$ cat src/sv/dld_pkg.sv
// ============================================================================
// dld_pkg
// Shared types and constants of the decimal long divider.
// ============================================================================
`default_nettype none

package dld_pkg;

    localparam int VALUE_W   = 31;
    localparam int FRAC_W    = 6;
    localparam int DIGIT_W   = 4;
    localparam int ADD_CNT_W = 4;
    localparam int RADIX     = 10;

    localparam logic [FRAC_W-1:0] FRAC_RESET = 6'd5;

    localparam logic PART_QUOTIENT = 1'b0;
    localparam logic PART_FRACTION = 1'b1;

    typedef struct packed {
        logic [VALUE_W-1:0] dividend;
        logic [VALUE_W-1:0] divisor_value;
    } in_beat_t;

    typedef struct packed {
        logic               part_kind;
        logic [VALUE_W-1:0] value;
        logic               last;
        logic               divide_error;
    } out_beat_t;

    typedef logic [FRAC_W-1:0] cfg_beat_t;

    typedef struct packed {
        logic load;
        logic quot_step;
        logic dig_step;
        logic emit_q;
        logic emit_d;
        logic last;
    } dp_cmd_t;

    typedef struct packed {
        logic div_zero;
        logic rem_zero;
        logic acc_zero;
    } dp_status_t;

endpackage

`default_nettype wire

$ cat src/sv/dld_stream_if.sv
// ============================================================================
// dld_stream_if
// Valid/ready channel carrying one payload beat.
// ============================================================================
`default_nettype none

interface dld_stream_if #(
    parameter type payload_t = logic
);
    logic     valid;
    logic     ready;
    payload_t data;

    modport source (output valid, output data, input ready);
    modport sink   (input valid, input data, output ready);
endinterface

`default_nettype wire

$ cat src/sv/dld_datapath.sv
// ============================================================================
// dld_datapath
// Restoring quotient divider, ten-step digit accumulator and result register.
// ============================================================================
`default_nettype none

module dld_datapath #(
    parameter int VALUE_BITS = 31
) (
    input  wire logic                clk,
    input  wire dld_pkg::dp_cmd_t    cmd,
    input  wire dld_pkg::in_beat_t   in_beat,
    output dld_pkg::dp_status_t      status,
    output dld_pkg::out_beat_t       out_beat
);
    import dld_pkg::*;

    localparam int W = VALUE_BITS;

    logic [W-1:0]       quo_reg, quo_next;
    logic [W-1:0]       rem_reg, rem_next;
    logic [W-1:0]       div_reg, div_next;
    logic [W-1:0]       acc_reg, acc_next;
    logic [DIGIT_W-1:0] dig_reg, dig_next;
    out_beat_t          out_reg, out_next;

    logic [W:0] shift_val;
    logic [W:0] shift_diff;
    logic       shift_ge;
    logic [W:0] sum_val;
    logic [W:0] sum_diff;
    logic       sum_ge;

    assign shift_val  = {rem_reg, quo_reg[W-1]};
    assign shift_diff = shift_val - {1'b0, div_reg};
    assign shift_ge   = shift_val >= {1'b0, div_reg};
    assign sum_val    = {1'b0, acc_reg} + {1'b0, rem_reg};
    assign sum_diff   = sum_val - {1'b0, div_reg};
    assign sum_ge     = sum_val >= {1'b0, div_reg};

    always_comb
    begin
        quo_next = quo_reg;
        rem_next = rem_reg;
        div_next = div_reg;
        acc_next = acc_reg;
        dig_next = dig_reg;
        out_next = out_reg;

        if (cmd.load)
        begin
            quo_next = W'(in_beat.dividend);
            div_next = W'(in_beat.divisor_value);
            rem_next = '0;
        end

        if (cmd.quot_step)
        begin
            rem_next = shift_ge ? shift_diff[W-1:0] : shift_val[W-1:0];
            quo_next = {quo_reg[W-2:0], shift_ge};
        end

        if (cmd.dig_step)
        begin
            acc_next = sum_ge ? sum_diff[W-1:0] : sum_val[W-1:0];
            dig_next = dig_reg + DIGIT_W'(sum_ge);
        end

        if (cmd.emit_q)
        begin
            out_next.part_kind    = PART_QUOTIENT;
            out_next.value        = status.div_zero ? '0 : VALUE_W'(quo_reg);
            out_next.last         = cmd.last;
            out_next.divide_error = status.div_zero;
            acc_next              = '0;
            dig_next              = '0;
        end

        if (cmd.emit_d)
        begin
            out_next.part_kind    = PART_FRACTION;
            out_next.value        = VALUE_W'(dig_reg);
            out_next.last         = cmd.last;
            out_next.divide_error = 1'b0;
            rem_next              = acc_reg;
            acc_next              = '0;
            dig_next              = '0;
        end
    end

    always_ff @(posedge clk)
    begin
        quo_reg <= quo_next;
        rem_reg <= rem_next;
        div_reg <= div_next;
        acc_reg <= acc_next;
        dig_reg <= dig_next;
        out_reg <= out_next;
    end

    assign status.div_zero = (div_reg == '0);
    assign status.rem_zero = (rem_reg == '0);
    assign status.acc_zero = (acc_reg == '0);
    assign out_beat        = out_reg;

endmodule

`default_nettype wire

$ cat src/sv/dld_controller.sv
// ============================================================================
// dld_controller
// Sequencer for quotient bits and fraction digits, result valid, precision.
// ============================================================================
`default_nettype none

module dld_controller #(
    parameter int VALUE_BITS = 31,
    parameter int MAX_DIGITS = 63
) (
    input  wire logic                      clk,
    input  wire logic                      rst_n,
    input  wire logic                      req_valid,
    output logic                           req_ready,
    output logic                           rsp_valid,
    input  wire logic                      rsp_ready,
    input  wire logic                      cfg_valid,
    output logic                           cfg_ready,
    input  wire dld_pkg::cfg_beat_t        cfg_data,
    input  wire dld_pkg::dp_status_t       status,
    output dld_pkg::dp_cmd_t               cmd
);
    import dld_pkg::*;

    localparam int BIT_CNT_W = $clog2(VALUE_BITS);

    typedef enum logic [4:0] {
        S_IDLE   = 5'b00001,
        S_QUOT   = 5'b00010,
        S_EMIT_Q = 5'b00100,
        S_DIGIT  = 5'b01000,
        S_EMIT_D = 5'b10000
    } state_t;

    state_t                 state_reg, state_next;
    logic [BIT_CNT_W-1:0]   bit_cnt_reg, bit_cnt_next;
    logic [ADD_CNT_W-1:0]   add_cnt_reg, add_cnt_next;
    logic [FRAC_W-1:0]      emit_cnt_reg, emit_cnt_next;
    logic [FRAC_W-1:0]      frac_reg, frac_next;
    logic                   rsp_valid_reg, rsp_valid_next;

    logic [FRAC_W-1:0] max_digits;
    logic [FRAC_W-1:0] limit;
    logic [FRAC_W-1:0] emit_cnt_inc;
    logic              out_free;
    logic              load_out;

    assign max_digits   = FRAC_W'(MAX_DIGITS);
    assign limit        = (frac_reg > max_digits) ? max_digits : frac_reg;
    assign emit_cnt_inc = emit_cnt_reg + 1'b1;
    assign out_free     = !rsp_valid_reg || rsp_ready;

    always_comb
    begin
        state_next    = state_reg;
        bit_cnt_next  = bit_cnt_reg;
        add_cnt_next  = add_cnt_reg;
        emit_cnt_next = emit_cnt_reg;
        cmd           = '0;
        load_out      = 1'b0;
        req_ready     = 1'b0;

        case (state_reg)
            S_IDLE:
            begin
                req_ready = 1'b1;
                if (req_valid)
                begin
                    cmd.load     = 1'b1;
                    bit_cnt_next = '0;
                    state_next   = S_QUOT;
                end
            end
            S_QUOT:
            begin
                cmd.quot_step = 1'b1;
                bit_cnt_next  = bit_cnt_reg + 1'b1;
                if (bit_cnt_reg == BIT_CNT_W'(VALUE_BITS - 1))
                begin
                    state_next = S_EMIT_Q;
                end
            end
            S_EMIT_Q:
            begin
                if (out_free)
                begin
                    cmd.emit_q    = 1'b1;
                    cmd.last      = status.div_zero || status.rem_zero || (limit == '0);
                    load_out      = 1'b1;
                    emit_cnt_next = '0;
                    add_cnt_next  = '0;
                    state_next    = cmd.last ? S_IDLE : S_DIGIT;
                end
            end
            S_DIGIT:
            begin
                cmd.dig_step = 1'b1;
                add_cnt_next = add_cnt_reg + 1'b1;
                if (add_cnt_reg == ADD_CNT_W'(RADIX - 1))
                begin
                    state_next = S_EMIT_D;
                end
            end
            S_EMIT_D:
            begin
                if (out_free)
                begin
                    cmd.emit_d    = 1'b1;
                    cmd.last      = status.acc_zero || (emit_cnt_inc == limit);
                    load_out      = 1'b1;
                    emit_cnt_next = emit_cnt_inc;
                    add_cnt_next  = '0;
                    state_next    = cmd.last ? S_IDLE : S_DIGIT;
                end
            end
            default:
            begin
                state_next = S_IDLE;
            end
        endcase
    end

    always_comb
    begin
        rsp_valid_next = rsp_valid_reg;
        if (load_out)
        begin
            rsp_valid_next = 1'b1;
        end
        else if (rsp_ready)
        begin
            rsp_valid_next = 1'b0;
        end
    end

    assign cfg_ready = 1'b1;
    assign frac_next = cfg_valid ? cfg_data : frac_reg;

    always_ff @(posedge clk or negedge rst_n)
    begin
        if (!rst_n)
        begin
            state_reg     <= S_IDLE;
            bit_cnt_reg   <= '0;
            add_cnt_reg   <= '0;
            emit_cnt_reg  <= '0;
            frac_reg      <= FRAC_RESET;
            rsp_valid_reg <= 1'b0;
        end
        else
        begin
            state_reg     <= state_next;
            bit_cnt_reg   <= bit_cnt_next;
            add_cnt_reg   <= add_cnt_next;
            emit_cnt_reg  <= emit_cnt_next;
            frac_reg      <= frac_next;
            rsp_valid_reg <= rsp_valid_next;
        end
    end

    assign rsp_valid = rsp_valid_reg;

endmodule

`default_nettype wire

$ cat src/sv/decimal_long_divider_top.sv
// ============================================================================
// decimal_long_divider_top
// Decimal long divider: integer quotient followed by fraction digits.
// ============================================================================
// Sequence: VALUE_BITS restoring division steps, then the quotient beat is
//   loaded; each fraction digit is built from 10 additions, then loaded.
// Loads wait while the result register holds an untaken beat. A single
//   shared divider loop: the next item is taken once the last beat is loaded.
// Reset: controller idle, result register empty, fraction_digits = 5.
`default_nettype none

module decimal_long_divider_top #(
    parameter int VALUE_BITS = 31,
    parameter int MAX_DIGITS = 63
) (
    input  wire logic     clk,
    input  wire logic     rst_n,
    dld_stream_if.sink    req,
    dld_stream_if.sink    cfg,
    dld_stream_if.source  rsp
);
    import dld_pkg::*;

    dp_cmd_t    cmd;
    dp_status_t status;
    in_beat_t   in_beat;
    out_beat_t  out_beat;
    cfg_beat_t  cfg_data;

    assign in_beat  = req.data;
    assign cfg_data = cfg.data;
    assign rsp.data = out_beat;

    dld_controller #(
        .VALUE_BITS (VALUE_BITS),
        .MAX_DIGITS (MAX_DIGITS)
    ) u_ctrl (
        .clk       (clk),
        .rst_n     (rst_n),
        .req_valid (req.valid),
        .req_ready (req.ready),
        .rsp_valid (rsp.valid),
        .rsp_ready (rsp.ready),
        .cfg_valid (cfg.valid),
        .cfg_ready (cfg.ready),
        .cfg_data  (cfg_data),
        .status    (status),
        .cmd       (cmd)
    );

    dld_datapath #(
        .VALUE_BITS (VALUE_BITS)
    ) u_dp (
        .clk      (clk),
        .cmd      (cmd),
        .in_beat  (in_beat),
        .status   (status),
        .out_beat (out_beat)
    );

endmodule

`default_nettype wire

$ cat src/flat_wrapper.sv
// flat-port wrapper written by rule: the top's interface ports become plain ports
module decimal_long_divider_top_flat import dld_pkg::*;
#(
    parameter int VALUE_BITS = 31,
    parameter int MAX_DIGITS = 63
)
  (clk, rst_n, req_valid, req_data, req_ready, cfg_valid, cfg_data, cfg_ready, rsp_valid, rsp_data, rsp_ready);
  dld_stream_if #(.payload_t(in_beat_t)) req_i ();
  dld_stream_if #(.payload_t(cfg_beat_t)) cfg_i ();
  dld_stream_if #(.payload_t(out_beat_t)) rsp_i ();
  input  wire logic clk;
  input  wire logic rst_n;
  input wire logic [$bits(req_i.valid)-1:0] req_valid;
  input wire logic [$bits(req_i.data)-1:0] req_data;
  output wire logic [$bits(req_i.ready)-1:0] req_ready;
  input wire logic [$bits(cfg_i.valid)-1:0] cfg_valid;
  input wire logic [$bits(cfg_i.data)-1:0] cfg_data;
  output wire logic [$bits(cfg_i.ready)-1:0] cfg_ready;
  output wire logic [$bits(rsp_i.valid)-1:0] rsp_valid;
  output wire logic [$bits(rsp_i.data)-1:0] rsp_data;
  input wire logic [$bits(rsp_i.ready)-1:0] rsp_ready;
  assign req_i.valid = req_valid;
  assign req_i.data = req_data;
  assign req_ready = req_i.ready;
  assign cfg_i.valid = cfg_valid;
  assign cfg_i.data = cfg_data;
  assign cfg_ready = cfg_i.ready;
  assign rsp_valid = rsp_i.valid;
  assign rsp_data = rsp_i.data;
  assign rsp_i.ready = rsp_ready;
  decimal_long_divider_top #(.VALUE_BITS(VALUE_BITS), .MAX_DIGITS(MAX_DIGITS)) u_core (.clk(clk), .rst_n(rst_n), .req(req_i), .cfg(cfg_i), .rsp(rsp_i));
endmodule
$ cat config.mk
export PLATFORM = sky130hd
export DESIGN_NAME = decimal_long_divider_top_flat
export DESIGN_NICKNAME = d
export VERILOG_FILES = /design/src/sv/dld_pkg.sv /design/src/sv/dld_stream_if.sv /design/src/sv/dld_datapath.sv /design/src/sv/dld_controller.sv /design/src/sv/decimal_long_divider_top.sv /design/src/flat_wrapper.sv
export SDC_FILE = /design/constraint.sdc
export NUM_CORES = 1
export LEC_CHECK = 0
export BUFFER_PORTS_ARGS = -buffer_cell sky130_fd_sc_hd__buf_2
export CORE_ASPECT_RATIO = 0.7
export CORE_MARGIN = 4
export CORE_UTILIZATION = 58
export CTS_CLUSTER_DIAMETER = 80
export DETAILED_ROUTE_END_ITERATION = 16
export GPL_TIMING_DRIVEN = 1
export MAX_ROUTING_LAYER = met4
export PLACE_DENSITY_LB_ADDON = 0.1
export SETUP_SLACK_MARGIN = 0.2
export SYNTH_ARGS = -nofsm -noshare
export SYNTH_HDL_FRONTEND = slang
export SYNTH_SLANG_ARGS = --single-unit
$ cat constraint.sdc
create_clock -name clk -period 13.6 [get_ports clk]
set_input_delay 2.04 -clock clk [delete_from_list [all_inputs] [get_ports clk]]
set_output_delay 2.04 -clock clk [all_outputs]
set_load 0.05 [all_outputs]
==> flow_metrics.py <==
metrics = {
    "outcome": {
        "status": "finished clean",
    },
    "layout": {
        "final_cell_mix": "nand2_1, buf_2, o21ai_0",
        "design_area_mm2": 0.0141,
        "drive_above_1_share_pct": 11.7,
        "area_growth_pct": 10.2,
        "fin_nets": 1688,
        "stdcell_count": 1808,
        "final_common_cell": "nand2_1",
        "largest_reg_flops": 34,
    },
    "clock_network": {
        "cts-resized-gates": 0,
        "clockRootBuffer": "clkbuf_16",
        "cts_made_buffers": 17,
        "clk_transition_reported_paths_ns": 0.07,
        "clk_latency_ns": 0.45,
        "cts_tree": "done",
        "cts-htree-levels": 4,
        "postCtsHoldBufs": 0,
        "cts_buffer_depth": 2,
        "cts.sinks": 189,
        "post_cts_buffers": 0,
    },
    "detailed_routing": {
        "drc": 0,
        "routed_wl_um": 36100,
        "first_pass_iters": 5,
        "wl_per_cell_um": 20.0,
        "routed_via_density": 6.27,
        "dr.first_iter.drc_count": 1250,
        "ant_nets": 0,
        "num_vias": 11300,
    },
    "placement": {
        "routabilityCongestion": 0.990,
        "port_buffers": 108,
        "place_ws_ns": 7.58,
        "hpwl_um": 27200,
        "dpl_cell_area_mm2": 0.0136,
        "dp.cells": 1775,
    },
    "sta": {
        "fin_crit_sh_pct": 45.5,
        "min_period_ns": 6.18,
        "slew_headroom_pct": 29.9,
        "fin_setup_tns_ns": 0,
        "worst_pin_slew_ns": 1.04,
        "fmaxAchievable_ghz": 0.162,
        "skew_ns": 0.0185,
        "hold_violations": 0,
        "setup_ws_ns": 7.42,
        "rsz0062_at_grt": "no",
        "slew_violations": 0,
        "setup_violations": 0,
    },
    "synth": {
        "synth_fa_ha_area_share_pct": 10.2,
        "synthMuxAreaShare_pct": 3.26,
        "syn_avg_cell_area_um2": 8.97,
        "syn_area_mm2": 0.0128,
        "yosys.area.top_type_share_pct": 23.0,
        "synth_edf_count": 98,
        "syn-num-nets": 1604,
        "synth_top_family_by_area": "compound AO/OA/AOI/OAI gates",
        "synth_top_area_cell": "edfxtp_1",
        "synthArstFlopShare_pct": 14.3,
        "ys_seq_area_share_pct": 38.3,
        "synth_ff_type": "edfxtp_1",
        "synth-compound-area-share_pct": 21.0,
        "yosys_warnings": 0,
        "syn_inst": 1428,
        "yosys.area_share.xor_xnor_pct": 6.29,
        "ys_seq_elements": 189,
        "synth-simple-area-share_pct": 17.2,
        "synth_cell_types": 75,
        "ys_top_cells_by_area": "edfxtp_1, dfxtp_1, ha_1",
    },
    "global_routing": {
        "grt_max_degree": 70,
        "globalRouteTotalUtil_pct": 29.6,
        "grt_pass1_wl_um": 55700,
        "overflow": 0,
        "grt_pass1_vias": 10100,
        "antenna_found_initial": 0,
    },
    "setup_path": {
        "slowest_delay_ns": 0.51,
        "cp.arrival_ns": 6.50,
        "crit_chain": "ha_1 -> inv_1 -> fa_1 -> nand2b_1 -> a21oi_1 -> o211ai_1 -> a221o_1 -> a211oi_1 -> nor2_1 -> o21ai_0 -> xor2_1 -> ha_1 -> and3_1 -> nand2_1 -> a31oi_1 -> o31ai_1 -> a41oi_1 -> a2111oi_1 -> o21ai_4 -> ha_1 -> ha_1 -> nand2_1 -> xor2_1 -> nor2_1",
        "endpoint_kind": "register",
        "critical_path.top_delay_family": "compound AO/OA/AOI/OAI gates",
        "critPathMostFrequentCell": "ha_1",
        "worst_path_max_delay_cell": "a2111oi_1",
        "cp_num_buf_inv": 1,
        "worstSetupStartpointType": "register",
        "cp_max_fo": 26,
        "path_class": "register to register",
        "crit_required_ns": 13.92,
    },
    "pwr": {
        "peakVddDrop_mv": 0.130,
        "p_leak_nw": 6.27,
        "p_per_area_mw_per_mm2": 277,
        "total_power_w": 0.00391,
    },
    "floorplan": {
        "ios": 110,
        "die_y_um": 132,
        "start_util_pct": 59.1,
        "die_width_um": 186,
        "fp.coreArea_mm2": 0.0217,
        "num_rows": 45,
        "dieArea_mm2": 0.0246,
    },
    "hold_path": {
        "hold_path_class": "register to register",
    },
    "run": {
        "drv_cap": 0,
    },
}
-- path summary, 6_finish.rpt --
kind,start,to,slack (ns),cells past startpoint
worst max register to register,u_core.u_dp.rem_reg[0],u_core.u_dp.dig_reg[2],7.42,24
worst max-delay path,u_core.u_dp.rem_reg[0],u_core.u_dp.dig_reg[2],7.42,24
worst min register to register,u_core.u_dp.out_beat[33],u_core.u_dp.out_beat[33],0.45,2
max in group asynchronous,rst_n,u_core.u_ctrl.emit_cnt_reg[0],11.57,1
worst min-delay path,u_core.u_dp.out_beat[33],u_core.u_dp.out_beat[33],0.45,2
min in group asynchronous,rst_n,u_core.u_ctrl.frac_reg[4],1.61,1
-- logic make-up (layout without fill, tap and decap cells) --
| logic type | count (synthesis) | after routing |
|---|---|---|
| and+or+nand+nor | 477 | 477 |
| AOI/OAI and AO/OA | 413 | 413 |
| DFF | 189 | 189 |
| buffers and inverters | 112 | 209 |
| adders and majority gates | 103 | 103 |
| xor gates and xnor gates | 92 | 92 |
| muxes | 41 | 41 |
| other | 1 | 2 |
-- metal layers --
| metal | GRT usage [%] | wire, µm | vias to the layer above |
|---|---|---|---|
| met5 | - | 0 | - |
| met4 | 4.61 | 345 | 0 |
| met3 | 6.56 | 3330 | 31 |
| met2 | 38.8 | 14600 | 511 |
| met1 | 47.2 | 17900 | 5376 |
| li1 | - | - | 5413 |
-- tightest hold or removal path, cell delays in order, from the launching register on --
cell and delay [ns]:
dfxtp_1 0.31, nand2_1 0.05, nand2_1 0.04
-- per-stage QoR --
stage,hold slack (ns),util (%)
final,0.446,65.1
after global routing,0.487,65.1
after CTS,0.445,65.1
after detailed placement,0.434,62.5
after global placement,0.429,62.5
after floorplan,0.451,-
-- synthesized netlist by cell type (all sizes together), types with 7 or more instances --
cell type / n
clkbuf: 43
xnor2: 63
nor3: 22
nand3: 64
mux2i: 35
a211oi: 13
o21ai: 136
o21a: 15
a22o: 34
a32oi: 8
ha: 100
and2: 7
edfxtp: 98
xor2: 29
nor4: 23
nor2b: 14
a31oi: 15
a21o: 49
nand2: 204
nand2b: 8
and3: 16
inv: 59
nor2: 78
dfxtp: 64
dfrtp: 24
or3: 10
buf: 10
nand4: 21
a21oi: 91
-- power breakdown --
part	total (W)	switching (W)	leakage (nW)	internal, W
registers	0.000869	0.000109	1.77	0.000760
clock network	0.000483	0.000231	0.269	0.000252
logic	0.00256	0.00155	4.22	0.00101
total	0.00391	0.00189	6.27	0.00202
-- layout make-up --
class                   count  area, µm²
flip-flops and latches    189       4900
fillers                  1846       7570
diodes                      1       2.50
repair buffers            118        616
clock buffers              22        474
clock inverters            10       81.3
inverters                  59        221
well taps                 282        353
multi-input cells        1127       7460
Power figures use the tool's default switching activity.
